File: config.mk
export PLATFORM = sky130hd
export DESIGN_NAME = rrht_ctrl
export DESIGN_NICKNAME = d
export VERILOG_FILES = /design/src/rtl/rrht_pkg.sv /design/src/rtl/rrht_ctrl.sv
export SDC_FILE = /design/constraint.sdc
export NUM_CORES = 1
export LEC_CHECK = 0
export ABC_AREA = 1
export BUFFER_PORTS_ARGS = -buffer_cell sky130_fd_sc_hd__buf_4
export CAP_MARGIN = 10
export CORE_AREA = 2 2 39 41
export DETAILED_ROUTE_END_ITERATION = 12
export DIE_AREA = 0 0 41 43
export SYNTH_ARGS = -nofsm -noshare
export SYNTH_HDL_FRONTEND = slang
export SYNTH_SLANG_ARGS = --single-unit
File: constraint.sdc
create_clock -name clk_i -period 1.1 [get_ports clk_i]
set_input_delay 0.055 -clock clk_i [delete_from_list [all_inputs] [get_ports clk_i]]
set_output_delay 0.055 -clock clk_i [all_outputs]
set_load 0.02 [all_outputs]
File: src/rtl/rrht_pkg.sv
`default_nettype none
package rrht_pkg;

  localparam int CAPACITY   = 256;
  localparam int SLOT_W     = $clog2(CAPACITY);
  localparam int ENT_W      = SLOT_W + 1;
  localparam int KEY_W      = 32;
  localparam int COUNT_BITS = 16;
  localparam int LIMIT_W    = 9;
  localparam int KIND_W     = 3;
  localparam int STATUS_W   = 2;
  localparam int ROW_W      = KEY_W + COUNT_BITS;

  localparam logic [COUNT_BITS-1:0] COUNT_MAX = '1;
  localparam logic [LIMIT_W-1:0]    LIMIT_RESET = LIMIT_W'(128);

  // Operation kinds.
  localparam logic [KIND_W-1:0] KIND_LOAD   = 3'd0;
  localparam logic [KIND_W-1:0] KIND_UNLOAD = 3'd1;
  localparam logic [KIND_W-1:0] KIND_GET    = 3'd2;
  localparam logic [KIND_W-1:0] KIND_REMOVE = 3'd3;
  localparam logic [KIND_W-1:0] KIND_CLEAR  = 3'd4;

  // Result status codes.
  localparam logic [STATUS_W-1:0] ST_DONE   = 2'd0;
  localparam logic [STATUS_W-1:0] ST_ABSENT = 2'd1;
  localparam logic [STATUS_W-1:0] ST_FULL   = 2'd2;
  localparam logic [STATUS_W-1:0] ST_SAT    = 2'd3;

  // Datapath commands issued by the controller.
  localparam int CMD_W = 4;
  localparam logic [CMD_W-1:0] CMD_NOP       = 4'd0;
  localparam logic [CMD_W-1:0] CMD_START     = 4'd1;
  localparam logic [CMD_W-1:0] CMD_READ      = 4'd2;
  localparam logic [CMD_W-1:0] CMD_FIND_NEXT = 4'd3;
  localparam logic [CMD_W-1:0] CMD_FOUND     = 4'd4;
  localparam logic [CMD_W-1:0] CMD_MISS      = 4'd5;
  localparam logic [CMD_W-1:0] CMD_INS_BEGIN = 4'd6;
  localparam logic [CMD_W-1:0] CMD_INS_STEP  = 4'd7;
  localparam logic [CMD_W-1:0] CMD_INS_PLACE = 4'd8;
  localparam logic [CMD_W-1:0] CMD_REM_BEGIN = 4'd9;
  localparam logic [CMD_W-1:0] CMD_REM_SHIFT = 4'd10;
  localparam logic [CMD_W-1:0] CMD_REM_END   = 4'd11;
  localparam logic [CMD_W-1:0] CMD_MISC      = 4'd12;

  typedef struct packed {
    logic [KIND_W-1:0] kind;
    logic              occ;        // probed slot is occupied
    logic              key_eq;     // probed slot holds the key
    logic              dist0;      // probed entry sits in its home slot
    logic              find_last;  // last probe of a lookup
    logic              rem_last;   // last shift of a removal
    logic              room;       // a new id may be inserted
  } sts_t;

endpackage
`default_nettype wire

File: src/rtl/rrht_ctrl.sv
`default_nettype none
module rrht_ctrl (
  input  wire logic                        clk_i,
  input  wire logic                        rst_ni,
  input  wire logic                        start_i,
  input  wire logic [rrht_pkg::KIND_W-1:0] kind_i,
  input  wire rrht_pkg::sts_t              sts_i,
  output      logic [rrht_pkg::CMD_W-1:0]  cmd_o,
  output      logic                        busy_o
);
  import rrht_pkg::*;

  localparam logic [3:0] S_IDLE = 4'd0;
  localparam logic [3:0] S_FRD  = 4'd1;
  localparam logic [3:0] S_FCHK = 4'd2;
  localparam logic [3:0] S_IRD  = 4'd3;
  localparam logic [3:0] S_ICHK = 4'd4;
  localparam logic [3:0] S_RRD  = 4'd5;
  localparam logic [3:0] S_RCHK = 4'd6;
  localparam logic [3:0] S_REND = 4'd7;
  localparam logic [3:0] S_MISC = 4'd8;

  logic [3:0] state_q, state_d;

  always_comb begin
    state_d = state_q;
    cmd_o   = CMD_NOP;
    unique case (state_q)
      S_IDLE: begin
        if (start_i) begin
          cmd_o   = CMD_START;
          state_d = (kind_i <= KIND_REMOVE) ? S_FRD : S_MISC;
        end
      end
      S_FRD: begin
        cmd_o   = CMD_READ;
        state_d = S_FCHK;
      end
      S_FCHK: begin
        if (sts_i.occ && sts_i.key_eq) begin
          if (sts_i.kind == KIND_REMOVE) begin
            cmd_o   = CMD_REM_BEGIN;
            state_d = S_RRD;
          end else begin
            cmd_o   = CMD_FOUND;
            state_d = S_IDLE;
          end
        end else if (!sts_i.occ || sts_i.find_last) begin
          if (sts_i.kind == KIND_LOAD && sts_i.room) begin
            cmd_o   = CMD_INS_BEGIN;
            state_d = S_IRD;
          end else begin
            cmd_o   = CMD_MISS;
            state_d = S_IDLE;
          end
        end else begin
          cmd_o   = CMD_FIND_NEXT;
          state_d = S_FRD;
        end
      end
      S_IRD: begin
        cmd_o   = CMD_READ;
        state_d = S_ICHK;
      end
      S_ICHK: begin
        if (!sts_i.occ) begin
          cmd_o   = CMD_INS_PLACE;
          state_d = S_IDLE;
        end else begin
          cmd_o   = CMD_INS_STEP;
          state_d = S_IRD;
        end
      end
      S_RRD: begin
        cmd_o   = CMD_READ;
        state_d = S_RCHK;
      end
      S_RCHK: begin
        if (!sts_i.occ || sts_i.dist0) begin
          cmd_o   = CMD_REM_END;
          state_d = S_IDLE;
        end else begin
          cmd_o   = CMD_REM_SHIFT;
          state_d = sts_i.rem_last ? S_REND : S_RRD;
        end
      end
      S_REND: begin
        cmd_o   = CMD_REM_END;
        state_d = S_IDLE;
      end
      S_MISC: begin
        cmd_o   = CMD_MISC;
        state_d = S_IDLE;
      end
      default: begin
        state_d = S_IDLE;
      end
    endcase
  end

  always_ff @(posedge clk_i or negedge rst_ni) begin
    if (!rst_ni) begin
      state_q <= S_IDLE;
    end else begin
      state_q <= state_d;
    end
  end

  assign busy_o = (state_q != S_IDLE);

endmodule
`default_nettype wire

==> results.json, run 1 <==
{
  "dp_hpwl_um": 894,
  "vias": 561,
  "synth.yosys.seq_area_share": 0.236,
  "core_um2": 1380,
  "std_cell_rows": 14,
  "worstHoldStart": "start_i",
  "root_buffer": "clkbuf_4",
  "cp_common_cell": "buf_4",
  "io_buffers": 17,
  "synth_edf_count": 0,
  "clk_pin_slew_ns": 0.04,
  "grt_max_degree": 7,
  "cpPeakStageDelay_ns": 0.44,
  "start_util": 0.307,
  "reg.largest.list": "state_q: 4 flops",
  "slowest_stage": "dfrtp_2",
  "tritoncts": "yes",
  "grt_overflow_total": 0,
  "rsz0062_at_grt": "true",
  "outcome": "finished, violations left",
  "ir_worst_vdd_mv": 1.21,
  "drive_above_1_share": 0.560,
  "top_register": "state_q",
  "violations": "negative setup slack",
  "post-place-ws_ns": -0.128,
  "hold_path_class": "in2reg",
  "clock_latency_ns": 0.24,
  "first_iter_violations": 6,
  "largest_reg_flops": 4,
  "fin_skew_ns": 0.000244,
  "routabilityCongestion": 0.782,
  "cts-htree-levels": 1,
  "synth_ff_type": "dfrtp_1",
  "maxSlewViolCount": 0,
  "nets": 117,
  "synth_cells": 70,
  "yosysTopAreaCellShare": 0.236,
  "yosysUniqueCellTypes": 16,
  "track_usage": 0.169,
  "clock-sinks": 4,
  "avgSynthCellArea_um2": 6.06,
  "crit_chain": "nor2_4 > buf_4 > nand3_1 > nand4_1 > buf_4",
  "n_antenna_cell": 0,
  "hold_viol": 0,
  "synth_area_leader_cell": "dfrtp_1",
  "syn_to_final_growth_pct": 77.6,
  "reg2reg_from": "state_q[0]$_DFFE_PN0P_",
  "end_kind": "output pin",
  "clock_path_buffers": 2,
  "power_w": 0.00172,
  "antenna_found_initial": 0,
  "ant_nets": 0,
  "min_period_over_period": 1.28,
  "cellPowerDensity_nw_per_um2": 2290,
  "grt_pass1_wl_um": 1990,
  "yosys.cell_count.top_type": "nand2_1",
  "rrSetupSlack_ns": -0.09,
  "cap_violations": 0,
  "worst_slew_pin_slew_ns": 0.330,
  "min_delay_path_depth": 3,
  "worstPathArrival_ns": 1.36,
  "die_y_um": 43,
  "synthTopCellsByArea": "dfrtp_1 24%, nand2_1 13%, nor2_1 9.7%",
  "synth_common_cells": "15 x nand2_1, 11 x nor2_1, 9 x inv_1",
  "crit_type": "reg2out",
  "wirelength_um": 1270,
  "cts-buffers-inserted": 3,
  "slew_headroom": 0.778,
  "crit_buf_inv": 2,
  "r2r_end": "state_q[0]$_DFFE_PN0P_",
  "vias_per_cell": 4.84,
  "r2r_cells": 6,
  "drc": 0,
  "ys_warn_count": 0,
  "layout_setup_ws_ns": -0.311,
  "ys_ff_latch": 4,
  "start_kind": "flip-flop",
  "hold_end": "state_q[0]$_DFFE_PN0P_",
  "period_needed_ns": 1.41,
  "crit_fanout": 4,
  "die_area_um2": 1760,
  "cp_top_family": "flip-flops",
  "async_flop_share": 1.00,
  "setup_viol": 7,
  "syn-num-nets": 85,
  "hold_ws_ns": 0.0535,
  "io_pins": 20,
  "wire_per_inst_um": 10.9,
  "grt_pass1_vias": 493,
  "fmax_mhz": 709,
  "nFillCells": 150,
  "syn_area_um2": 424,
  "startpoint": "state_q[0]$_DFFE_PN0P_",
  "die_w_um": 41,
  "p_leak_nw": 0.403,
  "critical_path_required_ns": 1.04,
  "dr.pass1.iters": 5
}
[how the worst max path moves through the flow]
stage / to / slack (ns) / cells past startpoint
3_3_place_gp: cmd_o[0] / -0.15 / 6
6_report: cmd_o[3] / -0.31 / 5
5_1_grt: cmd_o[3] / -0.37 / 6
3_5_place_dp: cmd_o[0] / -0.13 / 6
2_1_floorplan: cmd_o[0] / 0.02 / 5
4_1_cts: cmd_o[3] / -0.30 / 5
[per-stage QoR]
step,utilization,TNS (ns),std cells,instance area (um^2)
2_1_floorplan,-,0,70,435
3_3_place_gp,0.454,-0.601,109,628
3_5_place_dp,0.454,-0.495,109,628
4_1_cts,0.501,-1.36,113,693
5_1_grt,0.544,-1.89,116,753
6_report,0.544,-1.46,116,753
[cells in the final DEF, fill, tap and decap left out, types with 2 or more instances in the layout]
cell type	count
nor2_1	9
nor2_2	3
buf_6	6
nand4_1	3
nand2_2	5
buf_4	20
inv_2	5
o21ai_2	2
nor2_4	4
nand3_2	2
clkbuf_4	3
dfrtp_2	3
inv_1	9
nand3_1	6
nand2_1	12
[worst min-delay path: cells and delay by family]
family / cells / cell delay [ns]
AND/OR/NAND/NOR: 2 / 0.11
buffers and inverters: 1 / 0.08
[report_power, final]
part / internal (W) / switching (W) / leakage, nW / total [W]
Clock: 0.000122 / 0.0000627 / 0.0138 / 0.000185
Combinational: 0.000601 / 0.000645 / 0.340 / 0.00125
Sequential: 0.000204 / 0.0000877 / 0.0492 / 0.000292
Total: 0.000927 / 0.000795 / 0.403 / 0.00172
[layer usage]
| layer | GRT usage | routed length, um |
|---|---|---|
| met1 | 0.235 | 528 |
| met2 | 0.234 | 686 |
| met3 | 0.0471 | 50 |
| met4 | 0.0800 | 2 |
| met5 | 0 | 0 |
[layout make-up]
| class | instances | area [um^2] | area share |
|---|---|---|---|
| multi-input combinational | 52 | 327 | 0.434 |
| timing repair buffer | 27 | 228 | 0.302 |
| inverter | 14 | 52.6 | 0.0698 |
| tap | 16 | 20.0 | 0.0266 |
| sequential | 4 | 104 | 0.138 |
| clock buffer | 3 | 22.5 | 0.0299 |
[cell families (layout without fill, tap and decap cells)]
family | count (synthesis) | after routing | synth area share
AO/OA/AOI/OAI | 4 | 4 | 0.0560
flip-flops | 4 | 4 | 0.236
AND/OR/NAND/NOR | 48 | 48 | 0.584
buffers and inverters | 14 | 44 | 0.124
[what timing repair did]
| item | in CTS | in global routing |
|---|---|---|
| setup endpoints to repair | 8 | 9 |
| pin swaps | 7 | 6 |
| resized for setup | 10 | 9 |
| hold buffers | 1 | 0 |
| hold endpoints to repair | 4 | 0 |
| buffers inserted | 1 | 3 |
Note: power is estimated with default switching activity, not from simulation.
==> run 2, diff against run 1 <==
--- a/config.mk
+++ b/config.mk
@@ -11,6 +11,7 @@
 export CORE_AREA = 2 2 39 41
 export DETAILED_ROUTE_END_ITERATION = 12
 export DIE_AREA = 0 0 41 43
+export SKIP_CTS_REPAIR_TIMING = 1
 export SYNTH_ARGS = -nofsm -noshare
 export SYNTH_HDL_FRONTEND = slang
 export SYNTH_SLANG_ARGS = --single-unit
==> run 2 against run 1 <==
Against the previous run: the flow still finishes with violations (negative setup slack); power down 4.8%; flip-flop and latch count unchanged; clock skew about the same; clock power down 4%; via count down 3.2%; hold slack better by 0.027 ns.
==> results.json, run 2 (synthesis results as in run 1) <==
{
  "outcome": "finished, violations left",
  "violations": "negative setup slack",
  "rsz0062_at_grt": "true",
  "die_w_um": 41,
  "dp_hpwl_um": 894,
  "clock-sinks": 4,
  "cts-htree-levels": 1,
  "grt_max_degree": 7,
  "routabilityCongestion": 0.782,
  "power_w": 0.00164,
  "end_kind": "output pin",
  "critical_path_required_ns": 1.04,
  "fin_skew_ns": 0.000722,
  "clk_pin_slew_ns": 0.03,
  "crit_type": "reg2out",
  "cellPowerDensity_nw_per_um2": 2240,
  "dr.pass1.iters": 4,
  "layout_setup_ws_ns": -0.309,
  "syn_to_final_growth_pct": 72.3,
  "grt_pass1_wl_um": 1810,
  "grt_pass1_vias": 475,
  "worst_slew_pin_slew_ns": 0.322,
  "crit_fanout": 4,
  "clock_path_buffers": 2,
  "drive_above_1_share": 0.535,
  "hold_viol": 0,
  "start_util": 0.307,
  "layout_commonest_cell": "buf_4",
  "n_antenna_cell": 0,
  "track_usage": 0.154,
  "vias_per_cell": 4.72,
  "wirelength_um": 1180,
  "period_needed_ns": 1.41,
  "root_buffer": "clkbuf_4",
  "io_pins": 20,
  "ir_worst_vdd_mv": 1.15,
  "reg.largest.list": "state_q: 4 flops",
  "std_cell_rows": 14,
  "post-place-ws_ns": -0.128,
  "hold_path_class": "in2reg",
  "top_register": "state_q",
  "p_leak_nw": 0.400,
  "first_iter_violations": 9,
  "cts-buffers-inserted": 3,
  "antenna_found_initial": 0,
  "grt_overflow_total": 0,
  "nets": 116,
  "wire_per_inst_um": 10.3,
  "clock_latency_ns": 0.23,
  "drc": 0,
  "nFillCells": 152,
  "vias": 543,
  "slew_headroom": 0.784,
  "tritoncts": "yes",
  "io_buffers": 17,
  "maxSlewViolCount": 0,
  "setup_viol": 8,
  "fmax_mhz": 710,
  "worstPathArrival_ns": 1.35,
  "cap_violations": 0,
  "dp_cells": 109,
  "core_um2": 1380,
  "min_period_over_period": 1.28,
  "die_y_um": 43,
  "start_kind": "flip-flop",
  "final_cell_count_no_fill": 115,
  "largest_reg_flops": 4,
  "die_area_um2": 1760,
  "ant_nets": 0,
  "final_cell_mix": "20 x buf_4, 12 x nand2_1, 11 x nor2_1"
}
run 2: changes by cell type in the layout (fill, tap and decap cells not counted):
cell,delta
buf_6,-1
nor2_2,-2
nor2_1,+2
nor3_2,+1
nor3_4,-1
run 2: power breakdown:
part	internal, W	switching (W)	total [W]
clock	0.000122	0.0000558	0.000178
sequential	0.000204	0.0000903	0.000294
combinational	0.000562	0.000606	0.00117
run 2: critical path, stage by stage, from the launching register on:
cell,delay [ns]
dfrtp_2,0.44
nor2_4,0.22
nand2_1,0.08
nor2_1,0.09
inv_1,0.07
nand4_1,0.09
buf_4,0.14
run 2: metrics by stage:
stage / util / hold WS, ns / instance area, um^2 / setup TNS [ns]
detailed placement: 0.454 / -0.148 / 628 / -0.495
global placement: 0.454 / -0.149 / 628 / -0.601
global route: 0.528 / 0.0930 / 731 / -2.01
finish: 0.528 / 0.0807 / 731 / -1.44
CTS: 0.470 / -0.398 / 651 / -1.77
floorplan: - / -0.241 / 435 / 0
run 2: path summary, 6_finish.rpt:
| check | from | to | slack, ns | cells past startpoint |
|---|---|---|---|---|
| min in group asynchronous | rst_ni | state_q[3]$_DFFE_PN0P_ | 0.18 | 2 |
| min reg2reg | state_q[1]$_DFFE_PN0P_ | state_q[2]$_DFFE_PN0P_ | 0.67 | 2 |
| max in group asynchronous | rst_ni | state_q[1]$_DFFE_PN0P_ | 0.81 | 2 |
| max | state_q[1]$_DFFE_PN0P_ | cmd_o[3] | -0.31 | 6 |
| min | start_i | state_q[0]$_DFFE_PN0P_ | 0.08 | 3 |
| max reg2reg | state_q[2]$_DFFE_PN0P_ | state_q[0]$_DFFE_PN0P_ | -0.10 | 7 |
run 2: layer usage:
layer / routed length (um) / GRT usage
met5: 0 / 0
met4: 0 / 0.0800
met3: 37 / 0.0471
met2: 632 / 0.206
met1: 512 / 0.215
run 2: layout make-up:
type	instances	area, um^2	area share
multi-input cells	52	315	0.432
repair buffers	26	216	0.296
flip-flops and latches	4	104	0.142
inverters	14	52.6	0.0719
clock buffers	3	22.5	0.0308
well taps	16	20.0	0.0274
